[config.mk]
export PLATFORM = sky130hd
export DESIGN_NAME = string_hash_bucket_index_core_flat
export DESIGN_NICKNAME = d
export VERILOG_FILES = /design/src/hw/rtl/shb_pkg.sv /design/src/hw/rtl/shb_if.sv /design/src/hw/rtl/shb_hash_acc.sv /design/src/hw/rtl/shb_mod_unit.sv /design/src/hw/rtl/string_hash_bucket_index_core.sv /design/src/flat_wrapper.sv
export SDC_FILE = /design/constraint.sdc
export NUM_CORES = 1
export LEC_CHECK = 0
export ABC_AREA = 1
export BUFFER_PORTS_ARGS = -buffer_cell sky130_fd_sc_hd__buf_2
export CAP_MARGIN = 30
export CORE_MARGIN = 2
export CORE_UTILIZATION = 40
export CTS_BUF_LIST = sky130_fd_sc_hd__clkbuf_4
export DETAILED_ROUTE_END_ITERATION = 10
export PLACE_DENSITY = 0.58
export SLEW_MARGIN = 20
export SYNTH_ARGS = -nofsm -noshare
export SYNTH_HDL_FRONTEND = slang
export SYNTH_SLANG_ARGS = --single-unit
[constraint.sdc]
create_clock -name clk -period 6.2 [get_ports clk]
set_input_delay 0.31 -clock clk [delete_from_list [all_inputs] [get_ports clk]]
set_output_delay 0.31 -clock clk [all_outputs]
set_load 0.005 [all_outputs]
[src/hw/rtl/shb_pkg.sv]
package shb_pkg;

    localparam int unsigned SEED_W  = 32;
    localparam int unsigned LIMIT_W = 31;
    localparam int unsigned BYTE_W  = 8;
    localparam int unsigned CFG_W   = 32;

    // multiplier applied per byte
    localparam logic [SEED_W-1:0] HASH_MULT = 32'd341;

    // ascii upper-case range and fold offset
    localparam logic [BYTE_W-1:0] ASCII_UPPER_A = 8'h41;
    localparam logic [BYTE_W-1:0] ASCII_UPPER_Z = 8'h5A;
    localparam logic [BYTE_W-1:0] ASCII_CASE    = 8'h20;

    // remainder unit runs one quotient bit per cycle
    localparam int unsigned DIV_STEPS = SEED_W;
    localparam int unsigned DIV_CNT_W = $clog2(DIV_STEPS);

    typedef enum logic
    {
        REG_HASH_SEED    = 1'b0,
        REG_BUCKET_LIMIT = 1'b1
    } reg_index_t;

    typedef enum logic [1:0]
    {
        ST_IDLE,
        ST_LOAD,
        ST_DIV
    } seq_state_t;

    typedef struct packed
    {
        logic busy;
        logic done;
    } mod_status_t;

endpackage

[src/hw/rtl/shb_if.sv]
interface shb_char_if;
    logic       valid;
    logic       ready;
    logic [7:0] char_byte;
    logic       char_valid;
    logic       last;

    modport source (output valid, output char_byte, output char_valid, output last,
                    input ready);
    modport sink   (input valid, input char_byte, input char_valid, input last,
                    output ready);
endinterface

interface shb_index_if;
    logic        valid;
    logic        ready;
    logic [30:0] bucket_index;

    modport source (output valid, output bucket_index, input ready);
    modport sink   (input valid, input bucket_index, output ready);
endinterface

[src/hw/rtl/shb_hash_acc.sv]
module shb_hash_acc
(
    input  logic                         clk,
    input  logic                         rst_n,
    input  logic                         step,
    input  logic [shb_pkg::BYTE_W-1:0]   char_byte,
    input  logic                         char_valid,
    input  logic                         last,
    input  logic [shb_pkg::SEED_W-1:0]   seed,
    output logic [shb_pkg::SEED_W-1:0]   acc
);
    import shb_pkg::*;

    logic [SEED_W-1:0] acc_reg;
    logic [SEED_W-1:0] acc_next;
    logic              in_string_reg;
    logic              in_string_next;
    logic [SEED_W-1:0] base;
    logic [BYTE_W-1:0] folded;

    // lower-case fold of ascii letters only
    always_comb
    begin
        if (char_byte >= ASCII_UPPER_A && char_byte <= ASCII_UPPER_Z)
        begin
            folded = char_byte + ASCII_CASE;
        end
        else
        begin
            folded = char_byte;
        end
    end

    always_comb
    begin
        base           = in_string_reg ? acc_reg : seed;
        acc_next       = acc_reg;
        in_string_next = in_string_reg;
        if (step)
        begin
            acc_next = base;
            if (char_valid)
            begin
                acc_next = base * HASH_MULT + {{(SEED_W-BYTE_W){1'b0}}, folded};
            end
            in_string_next = !last;
        end
    end

    always_ff @(posedge clk or negedge rst_n)
    begin
        if (!rst_n)
        begin
            acc_reg       <= '0;
            in_string_reg <= 1'b0;
        end
        else
        begin
            acc_reg       <= acc_next;
            in_string_reg <= in_string_next;
        end
    end

    assign acc = acc_reg;

endmodule

[src/hw/rtl/shb_mod_unit.sv]
module shb_mod_unit
(
    input  logic                          clk,
    input  logic                          rst_n,
    input  logic                          start,
    input  logic [shb_pkg::SEED_W-1:0]    dividend,
    input  logic [shb_pkg::LIMIT_W-1:0]   divisor,
    output shb_pkg::mod_status_t          status,
    output logic [shb_pkg::LIMIT_W-1:0]   remainder
);
    import shb_pkg::*;

    logic                 busy_reg;
    logic                 done_reg;
    logic [DIV_CNT_W-1:0] cnt_reg;
    logic [SEED_W-1:0]    quo_reg;
    logic [LIMIT_W-1:0]   rem_reg;
    logic [LIMIT_W-1:0]   div_reg;
    logic [SEED_W-1:0]    rem_shift;
    logic [SEED_W-1:0]    rem_diff;
    logic [LIMIT_W-1:0]   rem_next;

    // one restoring step: shift in next dividend bit, subtract if it fits
    always_comb
    begin
        rem_shift = {rem_reg, quo_reg[SEED_W-1]};
        rem_diff  = rem_shift - {1'b0, div_reg};
        if (rem_shift >= {1'b0, div_reg})
        begin
            rem_next = rem_diff[LIMIT_W-1:0];
        end
        else
        begin
            rem_next = rem_shift[LIMIT_W-1:0];
        end
    end

    always_ff @(posedge clk or negedge rst_n)
    begin
        if (!rst_n)
        begin
            busy_reg <= 1'b0;
            done_reg <= 1'b0;
            cnt_reg  <= '0;
        end
        else if (start)
        begin
            busy_reg <= 1'b1;
            done_reg <= 1'b0;
            cnt_reg  <= '0;
        end
        else if (busy_reg)
        begin
            cnt_reg <= cnt_reg + 1'b1;
            if (cnt_reg == DIV_CNT_W'(DIV_STEPS-1))
            begin
                busy_reg <= 1'b0;
                done_reg <= 1'b1;
            end
        end
    end

    always_ff @(posedge clk)
    begin
        if (start)
        begin
            quo_reg <= dividend;
            rem_reg <= '0;
            div_reg <= divisor;
        end
        else if (busy_reg)
        begin
            quo_reg <= {quo_reg[SEED_W-2:0], 1'b0};
            rem_reg <= rem_next;
        end
    end

    assign status.busy = busy_reg;
    assign status.done = done_reg;
    assign remainder   = rem_reg;

endmodule

[src/hw/rtl/string_hash_bucket_index_core.sv]
// string hash to bucket index
//
// char_item carries one string byte per transaction (char_byte, char_valid,
// last). bytes are hashed at one transaction per cycle while char_item is
// ready: the accumulator is loaded from hash_seed at string start, ascii
// capitals fold to lower case and acc = acc*341 + byte wraps at 32 bits.
// a transaction with char_valid and last both low is taken and ignored.
// the transaction with last set starts the reduction: magnitude of the
// accumulator, then remainder by (bucket_limit-1) in a restoring remainder
// unit that retires one bit per cycle, then plus one, into the output
// register that drives bucket_item; char_item is not ready from the last
// transaction until the result is handed to that register.
// the result sits in an output register; while it waits for the receiver the
// next string's bytes are accepted, and a second reduction holds its result
// in the remainder unit until the output register frees up.
// cfg_we/cfg_index/cfg_data write hash_seed (index 0) and bucket_limit
// (index 1); write only while idle. a limit below 2 acts as 2.
// reset: hash_seed 0, bucket_limit 2, no string open, output empty.
module string_hash_bucket_index_core
(
    input  logic                        clk,
    input  logic                        rst_n,
    input  logic                        cfg_we,
    input  shb_pkg::reg_index_t         cfg_index,
    input  logic [shb_pkg::CFG_W-1:0]   cfg_data,
    shb_char_if.sink                    char_item,
    shb_index_if.source                 bucket_item
);
    import shb_pkg::*;

    // configuration registers
    logic [SEED_W-1:0]  seed_reg;
    logic [LIMIT_W-1:0] limit_reg;

    // sequencer
    seq_state_t state_reg;
    seq_state_t state_next;

    // output holding register
    logic               out_valid_reg;
    logic               out_valid_next;
    logic [LIMIT_W-1:0] out_index_reg;
    logic               out_load;

    // hash datapath and remainder unit hookup
    logic               accept;
    logic               step;
    logic [SEED_W-1:0]  acc;
    logic [SEED_W-1:0]  mag;
    logic [LIMIT_W-1:0] lim;
    logic [LIMIT_W-1:0] divisor;
    logic               div_start;
    mod_status_t        div_status;
    logic [LIMIT_W-1:0] remainder;

    always_ff @(posedge clk or negedge rst_n)
    begin
        if (!rst_n)
        begin
            seed_reg  <= '0;
            limit_reg <= LIMIT_W'(2);
        end
        else if (cfg_we)
        begin
            unique case (cfg_index)
                REG_HASH_SEED:    seed_reg  <= cfg_data[SEED_W-1:0];
                REG_BUCKET_LIMIT: limit_reg <= cfg_data[LIMIT_W-1:0];
                default:          ;
            endcase
        end
    end

    assign char_item.ready = (state_reg == ST_IDLE);
    assign accept          = char_item.valid && char_item.ready;
    // idle transactions leave the hash untouched
    assign step            = accept && (char_item.char_valid || char_item.last);

    shb_hash_acc u_hash_acc
    (
        .clk        (clk),
        .rst_n      (rst_n),
        .step       (step),
        .char_byte  (char_item.char_byte),
        .char_valid (char_item.char_valid),
        .last       (char_item.last),
        .seed       (seed_reg),
        .acc        (acc)
    );

    // magnitude; the most negative value comes out as 2^31 unsigned
    assign mag     = acc[SEED_W-1] ? (SEED_W'(0) - acc) : acc;
    assign lim     = (limit_reg < LIMIT_W'(2)) ? LIMIT_W'(2) : limit_reg;
    assign divisor = lim - LIMIT_W'(1);

    shb_mod_unit u_mod_unit
    (
        .clk       (clk),
        .rst_n     (rst_n),
        .start     (div_start),
        .dividend  (mag),
        .divisor   (divisor),
        .status    (div_status),
        .remainder (remainder)
    );

    always_comb
    begin
        state_next     = state_reg;
        div_start      = 1'b0;
        out_load       = 1'b0;
        out_valid_next = out_valid_reg;
        if (bucket_item.valid && bucket_item.ready)
        begin
            out_valid_next = 1'b0;
        end
        unique case (state_reg)
            ST_IDLE:
            begin
                // accumulator takes the final byte this cycle
                if (accept && char_item.last)
                begin
                    state_next = ST_LOAD;
                end
            end
            ST_LOAD:
            begin
                div_start  = 1'b1;
                state_next = ST_DIV;
            end
            ST_DIV:
            begin
                // hand over once the output register is free or being drained
                if (div_status.done && !div_status.busy &&
                    (!out_valid_reg || bucket_item.ready))
                begin
                    out_load       = 1'b1;
                    out_valid_next = 1'b1;
                    state_next     = ST_IDLE;
                end
            end
            default:
            begin
                state_next = ST_IDLE;
            end
        endcase
    end

    always_ff @(posedge clk or negedge rst_n)
    begin
        if (!rst_n)
        begin
            state_reg     <= ST_IDLE;
            out_valid_reg <= 1'b0;
        end
        else
        begin
            state_reg     <= state_next;
            out_valid_reg <= out_valid_next;
        end
    end

    always_ff @(posedge clk)
    begin
        if (out_load)
        begin
            out_index_reg <= remainder + LIMIT_W'(1);
        end
    end

    assign bucket_item.valid        = out_valid_reg;
    assign bucket_item.bucket_index = out_index_reg;

endmodule

[src/flat_wrapper.sv]
// flat-port wrapper written by rule: the top's interface ports become plain ports
module string_hash_bucket_index_core_flat import shb_pkg::*;
  (clk, rst_n, cfg_we, cfg_index, cfg_data, char_item_valid, char_item_char_byte, char_item_char_valid, char_item_last, char_item_ready, bucket_item_valid, bucket_item_bucket_index, bucket_item_ready);
  shb_char_if char_item_i ();
  shb_index_if bucket_item_i ();
  input  logic clk;
  input  logic rst_n;
  input  logic cfg_we;
  input  shb_pkg::reg_index_t cfg_index;
  input  logic [shb_pkg::CFG_W-1:0] cfg_data;
  input wire logic [$bits(char_item_i.valid)-1:0] char_item_valid;
  input wire logic [$bits(char_item_i.char_byte)-1:0] char_item_char_byte;
  input wire logic [$bits(char_item_i.char_valid)-1:0] char_item_char_valid;
  input wire logic [$bits(char_item_i.last)-1:0] char_item_last;
  output wire logic [$bits(char_item_i.ready)-1:0] char_item_ready;
  output wire logic [$bits(bucket_item_i.valid)-1:0] bucket_item_valid;
  output wire logic [$bits(bucket_item_i.bucket_index)-1:0] bucket_item_bucket_index;
  input wire logic [$bits(bucket_item_i.ready)-1:0] bucket_item_ready;
  assign char_item_i.valid = char_item_valid;
  assign char_item_i.char_byte = char_item_char_byte;
  assign char_item_i.char_valid = char_item_char_valid;
  assign char_item_i.last = char_item_last;
  assign char_item_ready = char_item_i.ready;
  assign bucket_item_valid = bucket_item_i.valid;
  assign bucket_item_bucket_index = bucket_item_i.bucket_index;
  assign bucket_item_i.ready = bucket_item_ready;
  string_hash_bucket_index_core u_core (.clk(clk), .rst_n(rst_n), .cfg_we(cfg_we), .cfg_index(cfg_index), .cfg_data(cfg_data), .char_item(char_item_i), .bucket_item(bucket_item_i));
endmodule
* Word level (Yosys, flattened, before mapping) *
Cells that the tools add are included.

operators by class
  reduce and logical (&&, ||, !) cells = 19
  mux-type cells = 25
  eq/ne operators = 5
  magnitude comparators = 4
  $add $sub $neg = 7
  $mul = 1
  bitwise gates (word level) = 1

operators by type and width
  operator                                                                             count
  32-bit two-way mux                                                                   5
  31-bit two-way mux                                                                   2
  32-bit by 8-bit adder with 32-bit output                                             1
  32-bit by 31-bit greater-or-equal comparator with 1-bit output                       1
  32-bit by 9-bit multiplier with 32-bit output, second input constant                 1
  1-bit by 32-bit subtractor with 32-bit output, first input constant                  1
  31-bit by 1-bit adder with 31-bit output, second input constant                      1
  31-bit by 2-bit less-than comparator with 1-bit output, second input constant        1
  31-bit by 1-bit subtractor with 31-bit output, second input constant                 1
  31-bit subtractor                                                                    1
  1-bit two-way mux                                                                    12
  5-bit two-way mux                                                                    2
  8-bit by 6-bit adder with 8-bit output, second input constant                        1
  8-bit by 7-bit greater-or-equal comparator with 1-bit output, second input constant  1
  8-bit by 7-bit <= comparator with 1-bit output, second input constant                1
  8-bit two-way mux                                                                    1
  2-bit AND reduction                                                                  4
  1-bit logical AND                                                                    7
  2-bit case mux with 3 select lines                                                   1
  5-bit by 1-bit adder with 5-bit output, second input constant                        1
  5-bit equality test, second input constant                                           1
  2-bit two-way mux                                                                    2
  2-bit nonzero test                                                                   2
  1-bit zero test                                                                      3
  other kinds (7)                                                                      8

storage, ports and cells
  output and inout port bits = 33
  register bits after elaboration = 231
  input port bits = 48
  word-level logic and storage cells = 75

* Longest topological paths before layout *
  depth in word-level cells = 5
  gate-level depth with buffers = 26
  gate-level depth less buffers = 25

* Hierarchy *
From an unflattened synthesis, not the netlist that was laid out.

unflattened totals
  cell total of the unflattened synthesis = 2898
  area, all modules = 20519.7 um2

by module, submodules not included
  module                         area an instance (um2)  times used  sequential area each (um2)  cells an instance
  shb_hash_acc                   7648.6                  1           825.8                       1132
  shb_mod_unit                   6781.5                  1           2687.6                      976
  string_hash_bucket_index_core  6089.6                  1           2583.7                      790

* Least setup slack after synthesis *
No wires, ideal clock.

  kind = reg-to-reg
  start point = register u_core.u_hash_acc.in_string_reg
  end point = register u_core.u_hash_acc.acc_reg[19], in the netlist u_core.u_hash_acc.acc[19]
  required time = 6.077 ns
  arrival = 4.633 ns
  cell stages (with the launch flop) = 24
  clock period less this slack = 4.756 ns
  path buffers = 2
  setup slack = 1.444 ns
  path through = dfrtp_1 buf_2 clkbuf_1 o21ai_0 inv_1 ha_1 ha_1 fa_1 inv_1 fa_1 fa_1 inv_1 ha_1 nand2_1 inv_1 nand2_1 nor3_1 nand2_1 nand2_1 nand2_1 nand2_1 nor2_1 o21ai_0 nand2_1

between the ends
  word-level cells in the longest chain between the ends = 4

ends and longest elaborated chain
  what                                           line                RTL
  start, declared                                shb_hash_acc.sv:16  logic in_string_reg;
  start signal, assigned                         shb_hash_acc.sv:60  in_string_reg <= in_string_next;
  32-bit two-way mux (*)                         shb_hash_acc.sv:36  base = in_string_reg ? acc_reg : seed;
  32-bit by 9-bit multiplier with 32-bit output  shb_hash_acc.sv:44  acc_next = base * HASH_MULT + {{(SEED_W-BYTE_W){1'b0}}, folded};
  32-bit by 8-bit adder with 32-bit output       shb_hash_acc.sv:44
  32-bit two-way mux (*)                         shb_hash_acc.sv:42  if (char_valid)
  end signal, assigned                           shb_hash_acc.sv:59  acc_reg <= acc_next;
  end, declared                                  shb_hash_acc.sv:14  logic [SEED_W-1:0] acc_reg;

Mark *: on every way between the ends. The rest lies on a longest branch, timed or not.
A chain may end at the register's enable or synchronous reset.

* Worst setup path in the final report *
  start point = register u_core.u_hash_acc.in_string_reg
  end point = register u_core.u_hash_acc.acc_reg[31], in the netlist u_core.u_hash_acc.acc[31]

Same word-level chain as after synthesis.

==> metrics.md <==
| Metric | Value |
|---|---|
| Pwr Total | `3510 uW` |
| Slowest CP cell | `o21ai_0` |
| WP data required | `6820 ps` |
| Worst skew pair latency | `790 ps` |
| Worst path cell trace | `buf_4 -> o21ai_0 -> inv_1 -> ha_1 -> inv_1 -> fa_1 -> inv_1 -> fa_1 -> inv_1 -> fa_1 -> inv_1 -> ha_1 -> ha_1 -> inv_1 -> nor3_1 -> and2_1 -> and2_1 -> a21oi_1 -> nand2_1 -> nand3_1 -> nand2_1 -> nand2_1` |
| Net Count, Synth | `2963` |
| Crit. Startpoint | `u_core.u_hash_acc.in_string_reg$_DFFE_PN0P_` |
| Pins Over Slew Limit | `0` |
| Port buffer count | `80` |
| Worst-path clk slew | `60 ps` |
| Most frequent CP cell | `inv_1` |
| Synth Instances | `2681` |
| R2R depth | `22` |
| Peak VDD IR | `0.0840 mV` |
| Hold WS | `164 ps` |
| Drt total wl | `59700 um` |
| Critical path class | `flip-flop to flip-flop` |
| Die height | `225 um` |
| Top cell type's share of synthesized area | `14.6%` |
| FP Rows | `81` |
| Initial drt markers | `1428` |
| Yosys top cell by area | `nand2_1` |
| Clock sinks | `231` |
| TritonCTS Buffers | `70` |
| HPWL Detailed | `48900 um` |
| Fmax | `177 MHz` |
| Post-route ant nets | `0` |
| Fin Setup TNS | `0 ps` |
| Post-synthesis sequential area ratio | `31.1%` |
| Max H-tree Level | `3` |
| GRT Resource Usage Total | `24.0%` |
| Vias in the first global route | `16800` |
| Core Footprint | `48600 um^2` |
| Initial antenna violation count | `5` |
| Initial core utilization | `40.2%` |
| Crit path depth | `22` |
| Relative slew slack | `36.7%` |
| Hold Crit Class | `input pin to flip-flop` |
| Status | `finished clean` |
| Post-synth EDFFs | `94` |
| Clock root buffer | `clkbuf_4` |
| Reg-to-Reg End | `u_core.u_hash_acc.acc[31]$_DFFE_PN0P_` |
| First-pass GRT wire length | `94000 um` |
| Synth cell types | `57` |
| Endpoints failing setup | `0` |
| Final GP Congestion | `0.937` |
| Grt total ovfl | `0` |
| Crit path time final | `5630 ps` |
| Prevailing post-synth register cell | `dfrtp_1` |
| # nets final | `3112` |
| Fill cells | `5035` |
| Unrepaired setup endpoints after global routing | `no` |
| # DRC | `0` |
| Commonest non-fill, non-tap cells in the layout | `nand2_1, inv_1, nor2_1` |
| Share of cells above drive strength 1 | `9.91%` |
| Core Util, Final | `45.1%` |
| Vias post-DR | `17600` |
| Drt first pass iters | `5` |
| Reg2Reg Setup Slack | `570 ps` |
| Die W | `225 um` |
| Crit path max-delay family | `adder cells` |
| Final Hold Fails | `0` |
| MaxCap Viol Count | `0` |
| Worst Max-Slew Pin Slew | `948 ps` |
| Post-synth ARST share | `45.9%` |
| Buf/Inv on CP | `7` |
| Post-route clock skew | `74.6 ps` |
| Leak | `0.0111 uW` |
| CP max stage delay | `710 ps` |
| Total number of yosys warnings | `0` |
| Synthesized area per cell | `7.30 um^2` |
| Period Utilization, post-route | `90.9%` |
| DIE AREA | `50700 um^2` |
| Mapped cell area | `19600 um^2` |
| Power Density | `160 nW/um^2` |
| Worst path arrival time | `6260 ps` |
| Crit end category | `flip-flop` |
| Crit path max fanout | `49` |
| Seq cells post-synth | `231` |
| RR Startpoint | `u_core.u_hash_acc.in_string_reg$_DFFE_PN0P_` |
| Num ports | `81` |
| End point of the critical path | `u_core.u_hash_acc.acc[31]$_DFFE_PN0P_` |
| P&R area growth vs syn | `12.0%` |
| Largest net degree at the start of global routing | `64` |
| Routed wire length per instance | `17.0 um` |
| TritonCTS clock tree | `built` |
| Top post-synthesis cells by area | `nand2_1, edfxtp_1, dfrtp_1` |
| Deepest clock path buffer count | `3` |
| Most common cell after layout, fill and taps aside | `nand2_1` |
| Vias/cell | `5.02` |
| CP Launch Type | `flip-flop` |
==> logic make-up (layout without fill, tap and decap cells) <==
family          count (synthesis)  in the layout  share of synthesized area [%]
mux                             1              1                         0.0575
compound gates                287            287                           7.79
simple gates                 1277           1277                           28.0
flops                         231            231                           31.1
xor+xnor                       95             95                           4.25
buf+inv                       556            760                           10.9
fa+ha+maj                     234            234                           17.9
other cells                     0              7                              0
==> final cells by class <==
| class | instances | area [um^2] | area share (%) |
|---|---|---|---|
| Antenna cell | 7 | 17.5 | 0.0799 |
| Clock buffer | 104 | 781 | 3.56 |
| Clock inverter | 23 | 140 | 0.639 |
| Inverter | 504 | 1890 | 8.63 |
| Multi-Input combinational cell | 1894 | 11300 | 51.7 |
| Sequential cell | 231 | 6100 | 27.8 |
| Tap cell | 622 | 778 | 3.55 |
| Timing Repair Buffer | 129 | 878 | 4.00 |
==> synth_stat cells, types with 38 or more instances <==
master,n
a21oi_1,70
dfrtp_1,105
edfxtp_1,94
fa_1,76
ha_1,158
inv_1,493
nand2_1,761
nand3_1,139
nand4_1,54
nor2_1,193
nor3_1,38
o21ai_0,170
xor2_1,63
==> what timing repair did <==
| action | CTS | global route |
|---|---|---|
| setup buffers | 0 | 0 |
| endpoints found under the hold margin | 119 | 0 |
| resized for setup | 0 | 0 |
| hold buffers | 35 | 0 |
==> stage by stage <==
step                      instances  cell area (um^2)  worst slack (ps)
final                          3514             21900               565
after global placement         3344             20600               634
after floorplan                2681             19600              1440
after CTS                      3506             21900               607
after detailed placement       3344             20600               628
after global routing           3514             21900               224
==> per-layer routing <==
layer	vias to the layer above	track usage (%)	wire (um)
li1	8846	-	-
met1	8165	36.6	29700
met2	565	34.7	24600
met3	63	4.55	4230
met4	0	5.87	1130
met5	-	0	0
==> tightest hold or removal path, stage by stage <==
cell and delay, ps:
buf_2 90, nand2_1 40, buf_4 290, nand2_1 100
o21ai_0 70
==> worst min path at each step <==
| stage | startpoint | to | slack [ps] | cells past startpoint |
|---|---|---|---|---|
| after detailed placement | rst_n | u_core.u_mod_unit.cnt_reg[3]$_DFFE_PN0P_ | 430 | 1 |
| after global routing | char_item_char_byte[1] | u_core.u_hash_acc.acc[1]$_DFFE_PN0P_ | 130 | 5 |
| after CTS | char_item_last | u_core.u_hash_acc.acc[25]$_DFFE_PN0P_ | 100 | 5 |
| final | cfg_index | u_core.limit_reg[1]$_DFFE_PN1P_ | 160 | 5 |
| after global placement | rst_n | u_core.u_mod_unit.cnt_reg[3]$_DFFE_PN0P_ | 430 | 1 |
| after floorplan | rst_n | u_core.bucket_item.valid$_DFF_PN0_ | 10 | 0 |
==> report_power, final <==
| part | leakage [uW] | internal [uW] | total, uW | switching (uW) |
|---|---|---|---|---|
| Combinational | 0.00832 | 97.1 | 246 | 149 |
| Clock | 0.000549 | 820 | 1540 | 724 |
| Sequential | 0.00227 | 1640 | 1720 | 80.6 |
| Total | 0.0111 | 2560 | 3510 | 954 |
Note: power is estimated with default switching activity, not from simulation.
